File: src/hw/rtl/euler_to_quaternion_assert.svh
// ----------------------------------------------------------------------------
// euler_to_quaternion assertion macros
// Shared concurrent check macros, clocked on aclk and disabled in reset.
// ----------------------------------------------------------------------------
`ifndef EULER_TO_QUATERNION_ASSERT_SVH
`define EULER_TO_QUATERNION_ASSERT_SVH

// same-cycle implication
`define E2Q_ASSERT_IMP(lbl, ante, cons) \
    lbl: assert property (@(posedge aclk) disable iff (!aresetn) (ante) |-> (cons)) \
        else $error("e2q same-cycle check failed");

// next-cycle implication
`define E2Q_ASSERT_NEXT(lbl, ante, cons) \
    lbl: assert property (@(posedge aclk) disable iff (!aresetn) (ante) |=> (cons)) \
        else $error("e2q next-cycle check failed");

`endif

File: src/hw/rtl/e2q_pkg.sv
// ----------------------------------------------------------------------------
// e2q_pkg
// Types, widths and the arctangent table of the Euler to quaternion block.
// ----------------------------------------------------------------------------
package e2q_pkg;

    localparam int CORDIC_STAGES = 16;
    localparam int ATAN_ENTRIES  = 24;
    localparam int NUM_CELLS     = (CORDIC_STAGES > ATAN_ENTRIES) ? ATAN_ENTRIES
                                                                  : CORDIC_STAGES;
    localparam int PREP_LAT = 2;
    localparam int COMB_LAT = 4;
    localparam int LAT      = PREP_LAT + NUM_CELLS + COMB_LAT;

    localparam int ANGLE_W = 17;
    localparam int QUAT_W  = 16;
    localparam int CORD_W  = 34;
    localparam int TRIG_W  = 18;
    localparam int IDX_W   = 5;

    typedef logic signed [ANGLE_W-1:0] angle_t;
    typedef logic signed [QUAT_W-1:0]  quat_t;
    typedef logic signed [CORD_W-1:0]  cord_t;
    typedef logic signed [TRIG_W-1:0]  trig_t;

    typedef struct packed {
        cord_t x;
        cord_t y;
    } rot_t;

    typedef struct packed {
        quat_t w;
        quat_t x;
        quat_t y;
        quat_t z;
    } quat4_t;

    localparam angle_t ANGLE_LIMIT = 17'sd46080;
    localparam cord_t  CORDIC_GAIN = 34'sd652032874;

    function automatic cord_t atan_of(logic [IDX_W-1:0] idx);
        case (idx)
            5'd0:    return 34'sh020000000;
            5'd1:    return 34'sh012E4051D;
            5'd2:    return 34'sh009FB385B;
            5'd3:    return 34'sh0051111D4;
            5'd4:    return 34'sh0028B0D43;
            5'd5:    return 34'sh00145D7E1;
            5'd6:    return 34'sh000A2F61E;
            5'd7:    return 34'sh000517C55;
            5'd8:    return 34'sh00028BE53;
            5'd9:    return 34'sh000145F2E;
            5'd10:   return 34'sh0000A2F98;
            5'd11:   return 34'sh0000517CC;
            5'd12:   return 34'sh000028BE6;
            5'd13:   return 34'sh0000145F3;
            5'd14:   return 34'sh00000A2F9;
            5'd15:   return 34'sh00000517C;
            5'd16:   return 34'sh0000028BE;
            5'd17:   return 34'sh00000145F;
            5'd18:   return 34'sh000000A2F;
            5'd19:   return 34'sh000000517;
            5'd20:   return 34'sh00000028B;
            5'd21:   return 34'sh000000145;
            5'd22:   return 34'sh0000000A2;
            5'd23:   return 34'sh000000051;
            default: return '0;
        endcase
    endfunction

endpackage

File: src/hw/rtl/e2q_angle_prep.sv
// ----------------------------------------------------------------------------
// e2q_angle_prep
// Saturates one angle and converts its half angle to a 32-bit binary angle.
// ----------------------------------------------------------------------------
module e2q_angle_prep (
    input  logic            aclk,
    input  logic            en,
    input  e2q_pkg::angle_t angle,
    output e2q_pkg::cord_t  z0
);
    import e2q_pkg::*;

    angle_t        sat;
    angle_t        abs_v;
    logic [15:0]   mag;
    logic          neg_next;
    logic [30:0]   hi_next;
    logic [20:0]   n_next;
    logic          neg_reg;
    logic [30:0]   hi_reg;
    logic [20:0]   n_reg;
    logic [42:0]   prod;
    logic [31:0]   b;
    cord_t         z_next;
    cord_t         z_reg;

    always_comb begin
        if (angle > ANGLE_LIMIT) begin
            sat = ANGLE_LIMIT;
        end else if (angle < -ANGLE_LIMIT) begin
            sat = -ANGLE_LIMIT;
        end else begin
            sat = angle;
        end
        neg_next = sat[ANGLE_W-1];
        abs_v    = neg_next ? -sat : sat;
        mag      = abs_v[15:0];
        // 2^20 = 45 * 23301 + 31
        hi_next  = 31'(mag) * 31'd23301;
        n_next   = 21'(mag) * 21'd31 + 21'd22;
    end

    always_comb begin
        // floor(n / 45) by reciprocal
        prod   = 43'(n_reg) * 43'd2982617;
        b      = 32'(hi_reg) + 32'(prod[42:27]);
        z_next = neg_reg ? -cord_t'(b) : cord_t'(b);
    end

    always_ff @(posedge aclk) begin
        if (en) begin
            neg_reg <= neg_next;
            hi_reg  <= hi_next;
            n_reg   <= n_next;
            z_reg   <= z_next;
        end
    end

    assign z0 = z_reg;

endmodule

File: config.mk
export PLATFORM = sky130hd
export DESIGN_NAME = e2q_angle_prep
export DESIGN_NICKNAME = d
export VERILOG_FILES = /design/src/hw/rtl/euler_to_quaternion_assert.svh /design/src/hw/rtl/e2q_pkg.sv /design/src/hw/rtl/e2q_angle_prep.sv
export SDC_FILE = /design/constraint.sdc
export NUM_CORES = 1
export LEC_CHECK = 0
export ABC_AREA = 1
export ABC_CLOCK_PERIOD_IN_PS = 10080
export BUFFER_PORTS_ARGS = -buffer_cell sky130_fd_sc_hd__buf_2
export CAP_MARGIN = 20
export CORE_UTILIZATION = 54
export CTS_BUF_LIST = sky130_fd_sc_hd__clkbuf_4 sky130_fd_sc_hd__clkbuf_8
export CTS_CLUSTER_SIZE = 25
export DETAILED_ROUTE_END_ITERATION = 8
export GPL_ROUTABILITY_DRIVEN = 0
export GPL_TIMING_DRIVEN = 0
export PLACE_DENSITY_LB_ADDON = 0.15
export REMOVE_ABC_BUFFERS = 1
export SYNTH_ARGS = -nofsm -noshare
export SYNTH_HDL_FRONTEND = slang
export SYNTH_SLANG_ARGS = --single-unit
File: constraint.sdc
create_clock -name aclk -period 10.08 [get_ports aclk]
set_clock_uncertainty 0.05 [all_clocks]
set_input_delay 1.512 -clock aclk [delete_from_list [all_inputs] [get_ports aclk]]
set_output_delay 1.512 -clock aclk [all_outputs]
set_load 0.01 [all_outputs]
==> results.md, run 1 <==
- Outcome: completed
- Synthesis Warnings: 0
- Count of cell types in the netlist: 44
- Fin area: ~0.02 mm2
- Routed len/inst: roughly 15 um
- TritonCTS clock tree: built
- Total negative setup slack: 0 ns
- Predominant post-synthesis flop cell: edfxtp_1
- Tmin final: ~9.4 ns
- Final setup viols: 0
- Headroom to the max-slew limit: 32.8%
- Post-Route WL: 43400 um
- Max Slew Vio Count: 0
- Yosys top cell by area: ha_1
- DRC Markers: 0
- Slowest stage delay, CP: 0.55 ns
- Syn Area/Cell: 8.15 um2
- Nets: about 3000
- Vias: 15000
- Final Hold Vio Count: 0
- Post-Syn Area: ~0.019 mm2
- Vias per std cell: between 5 and 6
- Root buf cell: clkbuf_8
- # IOs: 53
- Hold Startpoint: hi_reg[27]
- Final period util: 93.0%
- Clk slew on worst S/H paths: roughly 0.090 ns
- RSZ-0062 raised after global routing: no
- Die Footprint: 0.0360 mm2
- Vias in the first global route: 15400
- Crit-path leading delay family: adder cells
- Initial antenna violation count: 0
- Die X: 190 um
- HP Class: reg2reg
- Initial DRC count: 783
- Placed Area: 0.0199 mm2
- Max FFs per register: 34
- Cells after Synth: 2334
- #FFs+latches synth: 86
- H-tree levels: 3
- Worst r2r src: n_reg[10]
- Hold_buf cts: 0
- Starting density of the core: 55.0%
- Rows: 68
- Total iterations of the first detailed-routing run: 5
- Core area: 0.0346 mm2
- Worst Path Max Fanout: 11
- IO buf count: between 50 and 60
- Crit path from: angle[11]
- Async S/R FF share, synth: 0%
- Req. time, crit path: about 10 ns
- Layout cell share with drive strength beyond 1: 4.89%
- Largest net degree at the start of global routing: 64
- R2R Setup Slk: 1.46 ns
- Commonest non-fill, non-tap cell in the layout: inv_1
- Maxcap violations: 0
- Critical path type: in2reg
- Worst Setup End Kind: flop
- ANT nets after route: 0
- EDFF count, synth: 86
- CTS Sinks: 86
- Max Root-Sink Buffers: 2
- CP max-delay cell: fa_1
- Worst Path Buf+Inv: 7
- Worst setup SP type: primary input
- Clock Latency Late Sink: 0.39 ns
- Fmax: 107 MHz
- Layout area overhead: 5.22%
- Post-DP HPWL: between 30000 and 40000 um
- Num CTS Buffers: 9
- First-pass GRT wire length: around 74000 um
- Seq/Total Area, Yosys: between 10% and 20%
- Most used cell, CP: inv_1
- Die Ht: 190 um
- Arr. time, crit path: ~9.5 ns
- Commonest non-fill, non-tap cells in the layout: inv_1, nand2_1, ha_1, fa_1, nor2_1
- Grt ovf: 0
- Top cells by area, synth: ha_1, fa_1, edfxtp_1, inv_1, nand2_1
- Top cell type's share of synthesized area: between 20% and 30%
- Worst Tran Pin Value: 1.01 ns
- GRT Util Overall: 26.0%
- Antenna Cells: 0
final cells by class:
type	count	area (um2)
clock buffers	10	131
clock inverters	6	43.8
fillers	3228	14600
inverters	545	2050
multi-input cells	1695	14400
flip-flops and latches	86	2580
well taps	455	569
repair buffers	53	290
layer usage:
metal,vias to the layer above,part of all wire (%),track usage (%)
met3,81,5.0,3.47
met5,-,0,0
li1,7543,-,-
met2,389,45,42.9
met4,0,3.8,10.3
met1,6944,46,34.5
final timing paths:
check | end | cells after the start
setup reg to reg | z0[30] | 39
hold reg to reg | z0[27] | 4
setup / recovery | hi_reg[28] | 30
hold / removal | z0[27] | 4
cells in the mapped netlist (all sizes together), types with 3 or more instances:
master,n
inv,543
xnor2,31
nand2,465
a21oi,105
fa,217
xor2,66
nor4,12
o2111ai,3
a21boi,7
or2,5
nand3b,7
nand3,93
o21a,9
buf,4
nor3,20
a21o,9
a31oi,7
ha,353
edfxtp,86
o211ai,13
nand4,45
o21bai,7
nor2,159
clkbuf,4
o21ai,53
cell families after synthesis:
| kind of cell | share of synthesized area, % |
|---|---|
| XOR/XNOR | 4.46 |
| AND/OR/NAND/NOR | 18.4 |
| flip-flops | 13.6 |
| buffers and inverters | 11.0 |
| adder cells (fa/ha/maj) | 46.0 |
| AO/OA/AOI/OAI | 6.60 |
repair_timing:
action,4_1_cts,5_1_grt
resized for setup,0,1
endpoints found under the setup margin,0,3
buffers inserted,0,0
worst min-delay path: cells and delay by family, from the launching register on:
family / cells / cell delay, ns
AND/OR/NAND/NOR: 3 / 0.21
buffers and inverters: 1 / 0.06
flip-flops: 1 / 0.45
metrics by stage:
stage | hold slack [ns] | setup WS, ns | utilization [%] | cells
global placement | 0.716 | 0.0619 | 57.2 | 2833
finish | 0.760 | 0.702 | 57.8 | 2850
CTS | 0.760 | 0.427 | 57.8 | 2850
floorplan | 0.604 | 1.32 | - | 2326
detailed placement | 0.739 | 0.0214 | 57.3 | 2834
global route | 0.821 | 0.125 | 57.8 | 2850
Power of run 1 is left out: the tool's default activity adds up to more than one toggle a clock period on the data nets, which glitch-free logic cannot reach.
==> run 2, diff against run 1 <==
Settings changed: ABC_AREA 1 to 0.
==> run 2 against run 1 <==
- count of clock-buffer cells in the layout unchanged
- sequential cell count unchanged
- routed wire length fell by 16%
- critical path type is now reg2reg
- critical endpoint is now z0[21]
==> results.md, run 2 <==
- Nets: 2406 (-19%)
- Largest net degree at the start of global routing: 53 (-17%)
- Post-DP HPWL: 31800 um (-19%)
- Synth top cells by count: inv_1, ha_1, fa_1, edfxtp_1, xnor2_1
- CTS Sinks: 86 (unchanged)
- Initial DRC count: 595 (-24%)
- Most used cell, CP: fa_1
- Clock Latency Late Sink: 0.40 ns (about the same)
- Vias per std cell: 5.42 (+3.2%)
- Root buf cell: clkbuf_8
- Die X: 181 um (-4.7%)
- Count of cell types in the netlist: 71 (+61%)
- Layout area overhead: 7.84%
- Post-Layout Cell Count: 2223 (-22%)
- IO buf count: 52 (unchanged)
- H-tree levels: 3 (unchanged)
- Predominant post-synthesis flop cell: edfxtp_1
- DRC Markers: 0 (unchanged)
- Hold Startpoint: hi_reg[28]
- Commonest non-fill, non-tap cell in the layout: inv_1
- Pre-CTS WS: -1.06 ns (-1.08 ns)
- Grt ovf: 0 (unchanged)
- Syn Area/Cell: 9.86 um2 (+21%)
- Die Footprint: 0.0327 mm2 (-9.2%)
- Post-Route WL: 36600 um (-16%)
- Worst r2r src: n_reg[13]
- Reg2reg end: z0[21]
- Post-Syn Area: 0.0173 mm2 (-9.3%)
- Worst Tran Pin Value: 0.822 ns (-0.185 ns)
- Num CTS Buffers: 9 (unchanged)
- Layout cell share with drive strength beyond 1: 7.96% (+3.1 points)
- Cells after Synth: 1750 (-25%)
- RSZ-0062 raised after global routing: no
- Most common cell in the netlist: inv_1
- Antenna Cells: 0 (unchanged)
- # IOs: 53 (unchanged)
- Maxcap violations: 0 (unchanged)
- Yosys top cell by area: ha_1
- Slowest stage delay, CP: 0.57 ns (+0.02 ns)
- Critical path type: reg2reg
- Die Ht: 181 um (-4.7%)
- Total negative setup slack: 0 ns (unchanged)
- Rows: 65 (-4.4%)
- Total iterations of the first detailed-routing run: 5 (unchanged)
- CP max-delay cell: or4b_4
- First-pass GRT wire length: 61200 um (-17%)
- R2R Setup Slk: 0.32 ns (-1.14 ns)
- EDFF count, synth: 86 (unchanged)
- Async S/R FF share, synth: 0% (unchanged)
- Headroom to the max-slew limit: 45.0% (+12 points)
- Worst Setup End Kind: flop
- Hold-critical path endpoint: z0[28]
- Commonest non-fill, non-tap cells in the layout: inv_1, ha_1, fa_1, edfxtp_1, xnor2_1
- Final period util: 96.8% (+3.8 points)
- Seq/Total Area, Yosys: 15.0% (+1.4 points)
- TritonCTS clock tree: built
- Vias: 12000 (-19%)
- Synthesis Warnings: 0 (unchanged)
- Max Slew Vio Count: 0 (unchanged)
- Placed Instances: 2189 (-23%)
- Fmax: 102 MHz (-3.9%)
- GRT Util Overall: 23.4% (-2.6 points)
- Hold Path Depth: 2 (-2)
- Top cell type's share of synthesized area: 25.6% (+2.4 points)
- Vias in the first global route: 12500 (-19%)
- Worst Path Max Fanout: 4 (-7)
- Max FFs per register: 34 (unchanged)
- Max Root-Sink Buffers: 2 (unchanged)
- Starting density of the core: 54.8% (-0.14 points)
- Core area: 0.0315 mm2 (-9.1%)
- Outcome: completed
- Final Hold Vio Count: 0 (unchanged)
- Top cells by area, synth: ha_1, fa_1, edfxtp_1, inv_1, xnor2_1
- Clk slew on worst S/H paths: 0.10 ns (about the same)
- #FFs+latches synth: 86 (unchanged)
- Worst setup margin: 0.323 ns (-0.379 ns)
- Routed len/inst: 16.5 um (+8.3%)
- ANT nets after route: 0 (unchanged)
- HP Class: reg2reg
- Req. time, crit path: 10.16 ns (about the same)
- Arr. time, crit path: 9.83 ns (+0.37 ns)
- FF-to-FF path depth: 33 (-15%)
- Worst setup SP type: flop
- Initial antenna violation count: 0 (unchanged)
- Tmin final: 9.76 ns (+0.379 ns)
- Final setup viols: 0 (unchanged)
-- run 2: timing repair --
action / in CTS / in global routing
setup endpoints to repair: 16 / 25
pin swaps: 2 / 17
hold buffers: 0 / 0
resized for setup: 15 / 39
buffers inserted: 7 / 11
gates cloned: 0 / 0
-- run 2: metal layers --
| layer | track usage [%] | vias to the layer above | share of wire (%) |
|---|---|---|---|
| met5 | 0 | - | 0 |
| met4 | 4.68 | 0 | 1.2 |
| met3 | 2.10 | 22 | 2.1 |
| met2 | 38.6 | 120 | 47 |
| met1 | 33.6 | 5927 | 50 |
| li1 | - | 5975 | - |
-- run 2: final cells by class --
| type | instances | area [um2] |
|---|---|---|
| multi-input combinational | 1256 | 13400 |
| fill | 2699 | 12900 |
| sequential | 86 | 2580 |
| inverter | 390 | 1460 |
| tap | 402 | 503 |
| timing repair buffer | 74 | 465 |
| clock buffer | 10 | 131 |
| clock inverter | 5 | 58.8 |
-- run 2: stage by stage --
step | instance area, um2 | utilization, % | hold WS (ns)
after CTS | 18300 | 58.3 | 0.717
final | 18600 | 59.1 | 0.707
after global placement | 17900 | 57.0 | 0.707
after floorplan | 17200 | - | 0.596
after detailed placement | 18000 | 57.2 | 0.682
after global routing | 18600 | 59.1 | 0.757
-- run 2: cells by family (layout without fill, tap and decap cells) --
family	after synthesis	in the layout	share of synthesized area, %
xor+xnor	119	119	6.04
compound gates	276	276	10.6
fa+ha+maj	570	570	50.8
flops	86	86	15.0
mux	4	4	0.239
simple gates	287	287	8.51
buf+inv	408	479	8.89
-- run 2: how the worst max path moves through the flow --
stage,start,end,depth (start not counted)
after floorplan,n_reg[13],z0[32],31
after global placement,n_reg[13],z0[28],33
after detailed placement,n_reg[13],z0[28],33
after CTS,angle[2],hi_reg[30],28
after global routing,n_reg[16],z0[21],33
final,n_reg[13],z0[21],33
-- run 2: worst max-delay path, delay by kind of cell, from the launching register on --
kind	cells	cell delay, ns
compound gates	9	2.03
fa+ha+maj	9	4.18
flops	1	0.49
xor+xnor	3	0.33
buf+inv	6	0.44
simple gates	6	1.99
Power of run 2 is left out for the same reason.
